===== src/hdl/smif_pkg.sv =====
`timescale 1ns / 1ps
package smif_pkg;
	localparam int SERVO_COUNT = 6;
	localparam int STEP_MS = 20;
	localparam logic [9:0] DUTY_MAX = 10'd1000;
	localparam logic [11:0] STEPS_MAX = 12'd4095;
	localparam logic [15:0] DIRECT_LIMIT_MS = 16'd25;
	localparam logic [15:0] TICK_TIME_MS = 16'd20;
	localparam logic [9:0] GRIP_RESET = 10'd200;
	localparam int FRAME_LEN = 7 + 3 * SERVO_COUNT;
	localparam int SERVO_W = $clog2(SERVO_COUNT);
	localparam int BYTE_W = $clog2(FRAME_LEN);
	localparam logic [7:0] FRAME_HDR = 8'h55;
	localparam logic [7:0] CMD_MOVE = 8'd3;

	// Reciprocal of the step length, exact for every 16-bit move time.
	localparam int STEP_RECIP_SHIFT = 23;
	localparam int STEP_RECIP = ((1 << STEP_RECIP_SHIFT) + STEP_MS - 1) / STEP_MS;

	localparam logic [1:0] ACT_TARGET = 2'd0;
	localparam logic [1:0] ACT_TICK = 2'd1;
	localparam logic [1:0] ACT_GRIP = 2'd2;
	localparam logic [1:0] ACT_UNUSED = 2'd3;

	typedef struct packed {
		logic [1:0] action;
		logic [4:0] update_mask;
		logic [9:0] target_servo2;
		logic [9:0] target_servo3;
		logic [9:0] target_servo4;
		logic [9:0] target_servo5;
		logic [9:0] target_servo6;
		logic [9:0] grip_value;
	} in_beat_t;

	typedef struct packed {
		logic [7:0] frame_byte;
		logic last_byte;
	} out_beat_t;

	typedef enum logic [2:0] {
		ST_IDLE,
		ST_DIV_START,
		ST_DIV_WAIT,
		ST_SEND
	} state_t;

	// Divider control between sequencer and divider.
	typedef struct packed {
		logic start;
		logic [21:0] dividend;
		logic [11:0] divisor;
	} div_req_t;

	typedef struct packed {
		logic done;
		logic [21:0] quotient;
	} div_rsp_t;

	function automatic logic [9:0] sat_duty(input logic [9:0] v);
		return (v > DUTY_MAX) ? DUTY_MAX : v;
	endfunction
endpackage


===== src/hdl/servo_move_interpolator_framer_core.sv =====
`timescale 1ns / 1ps
// Servo move interpolator and framer.
// Input channel (in_valid/in_ready, payload in_beat) carries joint target,
// tick and grip update items. Output channel (out_valid/out_ready, payload
// out_beat) carries frame bytes, one per beat, with last_byte on byte 25.
// cfg_we/cfg_wdata write the move time register (reset 1000 ms).
// One item is taken at a time; in_ready is low until its frame is sent.
// Items without a frame leave the core idle. Direct frames go straight
// to sending. A tick with an intermediate frame runs the shared
// restoring divider once per servo 2..6,
// then sends 25 bytes.
// Reset restores servo 1 and grip to 200, all others to zero, and stops
// interpolation. When the receiver stalls, the current byte is held on the
// output register and the sequencer waits.
module servo_move_interpolator_framer_core (
	input logic clk,
	input logic arst_n,
	input logic in_valid,
	output logic in_ready,
	input smif_pkg::in_beat_t in_beat,
	output logic out_valid,
	input logic out_ready,
	output smif_pkg::out_beat_t out_beat,
	input logic cfg_we,
	input logic [15:0] cfg_wdata
);
	localparam int N = smif_pkg::SERVO_COUNT;
	localparam int SW = smif_pkg::SERVO_W;
	localparam int BW = smif_pkg::BYTE_W;

	smif_pkg::state_t state_q, state_d;
	logic [15:0] move_time_q;
	logic [9:0] cur_q [N];
	logic [9:0] goal_q [N];
	logic signed [10:0] delta_q [N];
	logic [9:0] frame_q [N];
	logic [15:0] ftime_q;
	logic [11:0] total_q, left_q;
	logic active_q;
	logic [9:0] grip_q;
	logic [SW-1:0] sidx_q;
	logic [BW-1:0] bidx_q;
	logic [1:0] ph_q;
	logic [SW-1:0] fs_q;
	logic ov_q;
	smif_pkg::out_beat_t ob_q;

	smif_pkg::div_req_t dreq;
	smif_pkg::div_rsp_t drsp;
	smif_divider u_div (.clk(clk), .arst_n(arst_n), .req(dreq), .rsp(drsp));

	logic acc;
	assign in_ready = (state_q == smif_pkg::ST_IDLE);
	assign acc = in_valid && in_ready;

	// Targets of a joint item.
	logic [9:0] tgt [N];
	logic [9:0] tin [5];
	logic changed, all_zero;
	assign tin[0] = in_beat.target_servo2;
	assign tin[1] = in_beat.target_servo3;
	assign tin[2] = in_beat.target_servo4;
	assign tin[3] = in_beat.target_servo5;
	assign tin[4] = in_beat.target_servo6;
	always_comb begin
		changed = 1'b0;
		all_zero = 1'b1;
		for (int i = 0; i < N; i++) begin
			tgt[i] = cur_q[i];
			if (i == 0) tgt[i] = grip_q;
			else if (i <= 5 && in_beat.update_mask[i-1])
				tgt[i] = smif_pkg::sat_duty(tin[i-1]);
			if (tgt[i] != cur_q[i]) changed = 1'b1;
			if (cur_q[i] != '0) all_zero = 1'b0;
		end
	end

	// Step count by reciprocal multiplication.
	logic [38:0] steps_prod;
	logic [15:0] steps_raw;
	logic [11:0] steps;
	logic [9:0] gv;
	assign steps_prod = 39'(move_time_q) * 39'(smif_pkg::STEP_RECIP);
	assign steps_raw = steps_prod[smif_pkg::STEP_RECIP_SHIFT +: 16];
	assign steps = (steps_raw == '0) ? 12'd1 :
		(steps_raw > 16'(smif_pkg::STEPS_MAX)) ? smif_pkg::STEPS_MAX : steps_raw[11:0];
	assign gv = smif_pkg::sat_duty(in_beat.grip_value);

	// Dividend for the selected servo: goal*total - delta*(left-1).
	logic signed [24:0] num;
	logic [11:0] st;
	assign st = (total_q == '0) ? 12'd1 : total_q;
	assign num = $signed({3'b0, goal_q[sidx_q]}) * $signed({13'b0, st})
		- delta_q[sidx_q] * $signed({13'b0, left_q - 12'd1});
	logic dgo;
	always_comb begin
		dreq.start = (state_q == smif_pkg::ST_DIV_START) && !num[24];
		dreq.dividend = num[21:0];
		dreq.divisor = st;
	end
	assign dgo = (state_q == smif_pkg::ST_DIV_START);

	// Next state.
	always_comb begin
		state_d = state_q;
		unique case (state_q)
			smif_pkg::ST_IDLE: begin
				if (acc) begin
					unique case (in_beat.action)
						smif_pkg::ACT_TARGET:
							if (changed && !(move_time_q > smif_pkg::DIRECT_LIMIT_MS && !all_zero))
								state_d = smif_pkg::ST_SEND;
						smif_pkg::ACT_TICK:
							if (active_q)
								state_d = (left_q == '0) ? smif_pkg::ST_SEND
									: smif_pkg::ST_DIV_START;
						smif_pkg::ACT_GRIP:
							if (gv != grip_q) state_d = smif_pkg::ST_SEND;
						default: state_d = smif_pkg::ST_IDLE;
					endcase
				end
			end
			smif_pkg::ST_DIV_START:
				if (num[24])
					state_d = (sidx_q == SW'(N-1)) ? smif_pkg::ST_SEND : smif_pkg::ST_DIV_START;
				else state_d = smif_pkg::ST_DIV_WAIT;
			smif_pkg::ST_DIV_WAIT:
				if (drsp.done)
					state_d = (sidx_q == SW'(N-1)) ? smif_pkg::ST_SEND : smif_pkg::ST_DIV_START;
			smif_pkg::ST_SEND:
				if ((!ov_q || out_ready) && bidx_q == BW'(smif_pkg::FRAME_LEN))
					state_d = smif_pkg::ST_IDLE;
			default: state_d = smif_pkg::ST_IDLE;
		endcase
	end

	// Frame byte for the current index; servo bytes follow the servo and phase counters.
	logic [7:0] fbyte;
	always_comb begin
		case (bidx_q)
			BW'(0), BW'(1): fbyte = smif_pkg::FRAME_HDR;
			BW'(2): fbyte = 8'(5 + N * 3);
			BW'(3): fbyte = smif_pkg::CMD_MOVE;
			BW'(4): fbyte = 8'(N);
			BW'(5): fbyte = ftime_q[7:0];
			BW'(6): fbyte = ftime_q[15:8];
			default: begin
				case (ph_q)
					2'd0: fbyte = 8'(fs_q) + 8'd1;
					2'd1: fbyte = frame_q[fs_q][7:0];
					default: fbyte = {6'b0, frame_q[fs_q][9:8]};
				endcase
			end
		endcase
	end

	always_ff @(posedge clk or negedge arst_n) begin
		if (!arst_n) state_q <= smif_pkg::ST_IDLE;
		else state_q <= state_d;
	end

	// Datapath and control state.
	always_ff @(posedge clk or negedge arst_n) begin
		if (!arst_n) begin
			move_time_q <= 16'd1000;
			for (int i = 0; i < N; i++) begin
				cur_q[i] <= (i == 0) ? smif_pkg::GRIP_RESET : '0;
				goal_q[i] <= '0;
				delta_q[i] <= '0;
				frame_q[i] <= '0;
			end
			ftime_q <= '0;
			total_q <= '0;
			left_q <= '0;
			active_q <= 1'b0;
			grip_q <= smif_pkg::GRIP_RESET;
			sidx_q <= '0;
			bidx_q <= '0;
			ph_q <= '0;
			fs_q <= '0;
			ov_q <= 1'b0;
			ob_q <= '0;
		end else begin
			if (cfg_we) move_time_q <= cfg_wdata;
			if (acc) begin
				bidx_q <= '0;
				ph_q <= '0;
				fs_q <= '0;
				sidx_q <= SW'(1);
				unique case (in_beat.action)
					smif_pkg::ACT_TARGET: if (changed) begin
						if (move_time_q > smif_pkg::DIRECT_LIMIT_MS && !all_zero) begin
							total_q <= steps;
							left_q <= steps;
							active_q <= 1'b1;
							for (int i = 0; i < N; i++) begin
								goal_q[i] <= tgt[i];
								delta_q[i] <= (i == 0) ? 11'sd0 :
									$signed({1'b0, tgt[i]}) - $signed({1'b0, cur_q[i]});
							end
						end else begin
							ftime_q <= move_time_q;
							for (int i = 0; i < N; i++) begin
								cur_q[i] <= tgt[i];
								frame_q[i] <= tgt[i];
							end
						end
					end
					smif_pkg::ACT_TICK: if (active_q) begin
						ftime_q <= smif_pkg::TICK_TIME_MS;
						if (left_q == '0) begin
							active_q <= 1'b0;
							for (int i = 0; i < N; i++) begin
								cur_q[i] <= goal_q[i];
								frame_q[i] <= goal_q[i];
							end
						end else begin
							frame_q[0] <= grip_q;
						end
					end
					smif_pkg::ACT_GRIP: if (gv != grip_q) begin
						grip_q <= gv;
						cur_q[0] <= gv;
						active_q <= 1'b0;
						left_q <= '0;
						ftime_q <= smif_pkg::TICK_TIME_MS;
						frame_q[0] <= gv;
						for (int i = 1; i < N; i++) frame_q[i] <= cur_q[i];
					end
					default: ;
				endcase
			end
			// Per-servo division results.
			if ((dgo && num[24]) || (state_q == smif_pkg::ST_DIV_WAIT && drsp.done)) begin
				logic [9:0] d;
				d = (dgo || drsp.quotient > 22'(smif_pkg::DUTY_MAX)) ?
					(dgo ? 10'd0 : smif_pkg::DUTY_MAX) : drsp.quotient[9:0];
				frame_q[sidx_q] <= d;
				cur_q[sidx_q] <= d;
				sidx_q <= sidx_q + SW'(1);
				if (sidx_q == SW'(N-1)) begin
					left_q <= left_q - 12'd1;
					cur_q[0] <= grip_q;
				end
			end
			// Byte sender.
			if (state_q == smif_pkg::ST_SEND && (!ov_q || out_ready)
				&& bidx_q != BW'(smif_pkg::FRAME_LEN)) begin
				ob_q.frame_byte <= fbyte;
				ob_q.last_byte <= (bidx_q == BW'(smif_pkg::FRAME_LEN - 1));
				ov_q <= 1'b1;
				bidx_q <= bidx_q + BW'(1);
				if (bidx_q >= BW'(7)) begin
					if (ph_q == 2'd2) begin
						ph_q <= 2'd0;
						fs_q <= fs_q + SW'(1);
					end else begin
						ph_q <= ph_q + 2'd1;
					end
				end
			end else if (ov_q && out_ready) begin
				ov_q <= 1'b0;
			end
		end
	end

	assign out_valid = ov_q;
	assign out_beat = ob_q;

`ifndef NO_ASSERTIONS
	a_busy_not_ready: assert property (@(posedge clk) disable iff (!arst_n)
		(state_q != smif_pkg::ST_IDLE) |-> !in_ready) else $error("ready while busy");
	a_no_out_idle: assert property (@(posedge clk) disable iff (!arst_n)
		(state_q == smif_pkg::ST_IDLE && bidx_q != BW'(smif_pkg::FRAME_LEN) && bidx_q != '0)
		|-> 1'b0) else $error("frame cut short");
	a_hold_stall: assert property (@(posedge clk) disable iff (!arst_n)
		(out_valid && !out_ready) |=> $stable(out_beat)) else $error("beat changed");
`endif
endmodule


===== src/hdl/smif_divider.sv =====
`timescale 1ns / 1ps
// Restoring divider, one quotient bit per cycle.
module smif_divider (
	input logic clk,
	input logic arst_n,
	input smif_pkg::div_req_t req,
	output smif_pkg::div_rsp_t rsp
);
	logic [21:0] quot_q;
	logic [11:0] rem_q;
	logic [11:0] dvs_q;
	logic [4:0] cnt_q;
	logic busy_q;
	logic done_q;
	logic [12:0] trial;

	assign trial = {rem_q, quot_q[21]} - {1'b0, dvs_q};

	always_ff @(posedge clk or negedge arst_n) begin
		if (!arst_n) begin
			busy_q <= 1'b0;
			done_q <= 1'b0;
			cnt_q <= '0;
		end else begin
			done_q <= 1'b0;
			if (req.start) begin
				busy_q <= 1'b1;
				cnt_q <= 5'd0;
			end else if (busy_q) begin
				cnt_q <= cnt_q + 5'd1;
				if (cnt_q == 5'd21) begin
					busy_q <= 1'b0;
					done_q <= 1'b1;
				end
			end
		end
	end

	// Shift-subtract datapath.
	always_ff @(posedge clk) begin
		if (req.start) begin
			quot_q <= req.dividend;
			rem_q <= '0;
			dvs_q <= req.divisor;
		end else if (busy_q) begin
			if (!trial[12]) begin
				rem_q <= trial[11:0];
				quot_q <= {quot_q[20:0], 1'b1};
			end else begin
				rem_q <= {rem_q[10:0], quot_q[21]};
				quot_q <= {quot_q[20:0], 1'b0};
			end
		end
	end

	assign rsp.done = done_q;
	assign rsp.quotient = quot_q;

`ifndef NO_ASSERTIONS
	a_done_pulse: assert property (@(posedge clk) disable iff (!arst_n)
		done_q |=> !done_q) else $error("divider done held");
	a_done_after_busy: assert property (@(posedge clk) disable iff (!arst_n)
		done_q |-> !busy_q) else $error("divider done while busy");
	a_busy_count: assert property (@(posedge clk) disable iff (!arst_n)
		(busy_q && !req.start && cnt_q != 5'd21) |=> busy_q)
		else $error("divider stopped early");
`endif
endmodule

===== config.mk =====
export PLATFORM = sky130hd
export DESIGN_NAME = servo_move_interpolator_framer_core
export DESIGN_NICKNAME = d
export VERILOG_FILES = /design/src/hdl/smif_pkg.sv /design/src/hdl/servo_move_interpolator_framer_core.sv /design/src/hdl/smif_divider.sv
export SDC_FILE = /design/constraint.sdc
export NUM_CORES = 2
export LEC_CHECK = 0
export BUFFER_PORTS_ARGS = -buffer_cell sky130_fd_sc_hd__buf_2
export CAP_MARGIN = 20
export CORE_ASPECT_RATIO = 0.75
export CORE_UTILIZATION = 50
export DETAILED_ROUTE_END_ITERATION = 12
export PLACE_DENSITY = 0.66
export SLEW_MARGIN = 10
export SYNTH_ARGS = -nofsm -noshare
export SYNTH_HDL_FRONTEND = slang
export SYNTH_SLANG_ARGS = --single-unit
export TNS_END_PERCENT = 20

===== constraint.sdc =====
create_clock -name clk -period 30.9 [get_ports clk]
set_input_delay 3.09 -clock clk [delete_from_list [all_inputs] [get_ports clk]]
set_output_delay 3.09 -clock clk [all_outputs]
set_load 0.1 [all_outputs]

== Yosys cells after proc, flatten, opt, wreduce, memory -nomap -nowiden ==
Cells that the tools add are included.

* Add/sub/neg operators: 14
* Multipliers: 3
* Divide/modulo/power cells: 0
* Order comparisons: 13
* Equal/unequal tests: 36
* Shift operators: 0
* Muxes and demuxes: 117
* Bitwise gates (word level): 2
* Reduce and logical (&&, ||, !) cells: 42

{| class="wikitable"
|+ Operators with widths
! kind !! number
|-
| 2-to-1 mux 60 bit || 12
|-
| 2-to-1 mux 10 bit || 21
|-
| one-hot mux 60 bit (3 select lines) || 1
|-
| bitwise mux 60 bit || 2
|-
| 2-to-1 mux 12 bit || 10
|-
| one-hot mux 50 bit (2 select lines) || 1
|-
| inequality test 10 bit || 7
|-
| 2-to-1 mux 16 bit || 4
|-
| binary-select mux 10 bit (select 3 bit) || 2
|-
| > comparator 10 bit, second input constant || 6
|-
| nonzero test 10 bit || 6
|-
| subtractor 10 x 10 -> 11 bit || 5
|-
| 2-to-1 mux 50 bit || 1
|-
| one-hot mux 16 bit (3 select lines) || 1
|-
| one-hot mux 8 bit (6 select lines) || 1
|-
| 2-to-1 mux 22 bit || 2
|-
| 2-to-1 mux 3 bit || 12
|-
| multiplier 16 x 19 -> 35 bit, second input constant || 1
|-
| binary-select mux 11 bit (select 3 bit) || 1
|-
| demux 10 bit (select 3 bit) || 1
|-
| one-hot mux 10 bit (3 select lines) || 1
|-
| 2-to-1 mux 1 bit || 26
|-
| subtractor 23 x 24 -> 25 bit || 1
|-
| logical NOT 12 bit || 2
|-
| other kinds (50) || 100
|}

* Flip-flop bits (word level): 381
* Latch bits: 0
* Memory bits (writable): 0
* Memory bits (read-only): 0
* Word-level logic and storage cells: 270
* Memories kept: 0

== Depth between registers and ports, before layout ==
* Word-level depth: 16
* Gate-level depth with buffers: 43
* Mapped depth without buffers: 39

== Cells and area by module ==
Synthesis repeated with hierarchy kept, for this count alone.

* Cell total of the unflattened synthesis: 4584
* Area total of the unflattened synthesis: 38709.6 µm²

{| class="wikitable"
|+ By module, submodules not included
! module !! instances !! cells each !! area an instance (µm²) !! seq. area each (µm²)
|-
| servo_move_interpolator_framer_core || 1 || 4316 || 35759.3 || 8197.9
|-
| smif_divider || 1 || 268 || 2950.3 || 1436.4
|}

== Worst setup path after synthesis ==
OpenSTA, ideal clock, no wires.

* Path type: register to register
* Start: register sidx_q[0]
* End: register u_div.quot_q[11], data pin
* Setup time: 0.290 ns
* Arrival: 9.997 ns
* Required time: 30.610 ns
* Setup slack: 20.613 ns
* Cell stages (with the launch flop): 38
* Buffers on the path: 4
* Clock period less this slack: 10.287 ns
* Cells stage by stage: dfrtp_1 buf_1 buf_1 mux4_2 o2bb2ai_1 clkbuf_1 and2_1 fa_1 fa_1 fa_1 fa_1 inv_1 fa_1 inv_1 ha_1 nand3_1 nand2_1 a41oi_1 (+2 left out) fa_1 inv_1 fa_1 fa_1 fa_1 inv_1 ha_1 a41oi_1 o21ai_0 nand2_1 o31ai_1 a21oi_1 mux2i_1 nand2_1 nand2_1 clkinv_1 clkbuf_1 a21oi_1

{| class="wikitable"
|+ RTL lines
! what !! line !! RTL
|-
| start: declaration || servo_move_interpolator_framer_core.sv:41 || <nowiki>logic [SW-1:0] sidx_q;</nowiki>
|-
| start signal: assignment || servo_move_interpolator_framer_core.sv:240 || <nowiki>sidx_q <= sidx_q + SW'(1);</nowiki>
|-
| end signal: assignment || smif_divider.sv:42 || <nowiki>quot_q <= req.dividend;</nowiki>
|-
| end signal: assignment || smif_divider.sv:48 || <nowiki>quot_q <= {quot_q[20:0], 1'b1};</nowiki>
|-
| end signal: assignment || smif_divider.sv:51 || <nowiki>quot_q <= {quot_q[20:0], 1'b0};</nowiki>
|-
| end: declaration || smif_divider.sv:9 || <nowiki>logic [21:0] quot_q;</nowiki>
|}

== Worst setup path in the final report ==
* Start: register sidx_q[2]
* End: register u_div.quot_q[12], enable pin

* Cells in the longest elaborated chain, start to end: 9
* Elaborated cells on any way between the ends: 13
* Those cells by class: 1 x add/sub; 2 x mul; 6 x mux; 1 x bitwise; 3 x reduce/logical

{| class="wikitable"
|+ Ends and longest elaborated chain
! what !! line !! RTL
|-
| NOT 3 -> 4 bit (implied by the code) (*) || servo_move_interpolator_framer_core.sv:93, servo_move_interpolator_framer_core.sv:94 ||
|-
| binary-select mux 11 bit (select 3 bit) / binary-select mux 10 bit (select 3 bit) (equally long branches) || servo_move_interpolator_framer_core.sv:94, servo_move_interpolator_framer_core.sv:93 ||
|-
| 2-to-1 mux 11 bit (implied by the code) / 2-to-1 mux 10 bit (equally long branches) (2 in a row) || servo_move_interpolator_framer_core.sv:94, servo_move_interpolator_framer_core.sv:93 ||
|-
| multiplier 11 x 13 -> 24 bit / multiplier 10 x 12 -> 22 bit (equally long branches) || servo_move_interpolator_framer_core.sv:94, servo_move_interpolator_framer_core.sv:93 ||
|-
| subtractor 23 x 24 -> 25 bit (*) || servo_move_interpolator_framer_core.sv:94 || <nowiki>- delta_q[sidx_q] * $signed({13'b0, left_q - 12'd1});</nowiki>
|-
| logical NOT 1 bit (*) || servo_move_interpolator_framer_core.sv:97 || <nowiki>dreq.start = (state_q == smif_pkg::ST_DIV_START) && !num[24];</nowiki>
|-
| logical AND 1 bit (*) || servo_move_interpolator_framer_core.sv:97 ||
|-
| nonzero test 2 bit (no line) (*) || -- ||
|}

Mark *: on every way between the ends. The rest lies on a longest branch, timed or not. The select of a mux whose other input is x is not followed.
A chain may end at the register's enable or synchronous reset.

==> reports/qor.yml <==
relSlewSlack_pct: 11.4
drtPass1Iterations: 9
maxCapViolations: 0
worstSetupPathType: "reg2reg"
grt.total_usage_pct: 35.1
tns_ns: 0
status: "finished clean"
cts-root-buf: "clkbuf_16"
critPathCaptureType: "register"
via_per_inst: 6.21
clk_path_buf_depth: 3
io_buffers: 98
max_stage_delay_ns: 0.99
numClockSinks: 380
drive_gt1_share_pct: 7.68
ios: 99
worst_path_most_repeated_cell: "fa_1"
fin_skew_ns: 0.0221
clk_pin_slew_ns: 0.07
fmax_mhz: 81.7
wirelength_um: 138000
holdBufCountCts: 0
syn_nets: 5266
grt_pass1_vias: 32160
insertion_delay_ns: 0.62
cts_buffers: 45
grt_overflow: 0
ys_seq_area_share_pct: 25.1
num_rows: 87
area_delta_synth_final_pct: 7.47
drtIter0Drc: 4243
r2r_slack_ns: 18.66
die_area_um2: 77900
cts_htree_levels: 2
tightest_slew_ns: 1.29
timing.final.crit_share_pct: 39.6
grt_pass1_wl_um: 206000
arrival_ns: 12.48
post_cts_buffers: 0
vias: 34605
synth_top_area_cell: "dfrtp_1"
netlist_area_um2: 38400
ys_ff_latch: 380
required_ns: 31.14
critical_path.max_fanout: 46
grt_max_degree: 161
wl_per_cell_um: 24.8
yosysWarningCount: 0
critPathSlowestCell: "o2bb2ai_1"
drc: 0
multiInputGateArea_um2: 26000
yosysTopAreaCellShare_pct: 21.0
hold_violations: 0
syn_area_per_cell_um2: 8.41
nFillCells: 7037
cts_resized: 0
hpwl_um: 105000
start_util_pct: 50.8
antenna_found_initial: 21
synth_area_leaders: "dfrtp_1 21%, fa_1 15%, ha_1 11%, nand2_1 7.0%, inv_1 4.6%"
core_area_um2: 75500
peakVddDrop_v: 0.000132
die_height_um: 242
hold_class: "reg2reg"
worst-path-buf-inv: 8
total_power_mw: 2.35
synthFlopType: "dfrtp_1"
gp_congestion: 1.04
die_x_um: 322
power.density_nw_per_um2: 56.9
drtAntennaViolNets: 0
synth_edf_count: 34
async_reset_ff_share_pct: 87.9
start_kind: "register"
rsz0062_at_grt: "false"
critPathTopFamily: "adder cells"
slew_violations: 0
regArea_um2: 9640
setup_viol: 0
cts_tree: "built"
yosysUniqueCellTypes: 86
p_leak_nw: 20.3
nNetsFinal: 5208
syn_inst: 4565
fin_crit_ns: 12.24
path summary, 6_finish.rpt:
path / start / end / cells after the start
worst max-delay path: sidx_q[2] / u_div.quot_q[12] / 35
worst min-delay path: delta_q[44] / delta_q[44] / 2
worst max register to register: sidx_q[2] / u_div.quot_q[12] / 35
worst min register to register: delta_q[44] / delta_q[44] / 2
max in group asynchronous: arst_n / frame_q[26] / 3
min in group asynchronous: arst_n / u_div.cnt_q[1] / 1
metrics by stage:
step                area (um2)  hold WS, ns  utilization, %  setup slack, ns  instances
floorplan                38400        0.440               -            20.61       4565
global placement         39700        0.459            52.5            18.73       5479
detailed placement       39700        0.467            52.5            18.54       5479
finish                   41300        0.477            54.6            18.66       5569
global route             41300        0.495            54.6            17.94       5568
CTS                      41200        0.481            54.5            18.51       5563
registers in the layout, summed over array words and instances (netlist names), 3 cells and up:
name	flops
u_div.cnt_q	5
u_div.quot_q	22
goal_q	60
fs_q	3
total_q	12
u_div.dvs_q	12
ftime_q	16
bidx_q	5
grip_q	10
out_beat	9
left_q	12
sidx_q	3
move_time_q	16
frame_q	60
delta_q	55
cur_q	60
u_div.rem_q	12
layer usage:
layer / part of all wire [%] / vias up / track usage (%)
met5: 0.16 / - / 0
met4: 3.2 / 30 / 10.7
met3: 15 / 327 / 14.0
met2: 38 / 2072 / 45.2
met1: 44 / 16668 / 52.7
li1: - / 15508 / -
area by class of cell:
type	count	area share [%]
Multi-Input combinational cell	3439	63.0
Sequential cell	380	23.4
Inverter	478	4.35
Clock buffer	69	3.22
Tap cell	1023	3.10
Timing Repair Buffer	163	2.51
Clock inverter	15	0.452
Antenna cell	2	0.0121
logic make-up (layout without fill, tap and decap cells):
logic type	after synthesis	after routing	share of synthesized area (%)
adder cells (fa/ha/maj)	613	613	25.4
AO/OA/AOI/OAI	1135	1135	18.6
multiplexers	133	133	4.30
other	0	2	0
XOR/XNOR	113	113	2.58
flip-flops	380	380	25.1
buffers and inverters	746	725	7.39
AND/OR/NAND/NOR	1445	1445	16.6
power breakdown:
group	total, mW	leakage, nW	internal (mW)	switching [mW]
registers	0.544	4.41	0.519	0.0247
logic	1.23	15.2	0.488	0.743
clock network	0.573	0.740	0.330	0.243
total	2.35	20.3	1.34	1.01
worst min-delay path, delay by kind of cell (launching register included):
kind             cells  cell delay (ns)
AO/OA/AOI/OAI        1             0.06
flip-flops           1             0.34
AND/OR/NAND/NOR      1             0.04
cells in the final DEF, fill, tap and decap left out, types with 18 or more instances in the layout:
master	netlist	layout
a211oi_1	36	36
a21boi_0	21	21
a21o_1	62	62
a21oi_1	328	328
a221oi_1	71	71
a22oi_1	18	18
a31oi_1	49	48
and2_1	41	40
and3_1	20	19
buf_2	19	97
buf_4	0	61
clkbuf_16	0	47
dfrtp_1	322	321
edfxtp_1	34	34
fa_1	279	279
ha_1	334	332
inv_1	475	475
mux2_1	20	20
mux2_2	35	35
mux2i_1	56	56
mux4_2	19	19
nand2_1	721	719
nand2b_1	64	63
nand3_1	47	47
nand4_1	57	57
nor2_1	324	320
nor2b_1	63	61
nor3_1	31	30
nor4_1	28	28
o211ai_1	40	40
o21a_1	26	26
o21ai_0	279	279
o21ai_1	31	31
o31ai_1	47	47
or2_2	18	18
xnor2_1	70	70
xor2_1	43	43
cell usage after synthesis, types with 34 or more instances:
cell / count
nand2b_1: 64
o21ai_0: 279
nor2_1: 324
a211oi_1: 36
nand2_1: 721
a21o_1: 62
xor2_1: 43
edfxtp_1: 34
mux2i_1: 56
fa_1: 279
a221oi_1: 71
inv_1: 475
nand4_1: 57
nor2b_1: 63
and2_1: 41
a21oi_1: 328
xnor2_1: 70
o211ai_1: 40
mux2_2: 35
clkbuf_1: 225
nand3_1: 47
a31oi_1: 49
dfrtp_1: 322
ha_1: 334
o31ai_1: 47
(Power assumes the default switching activity.)
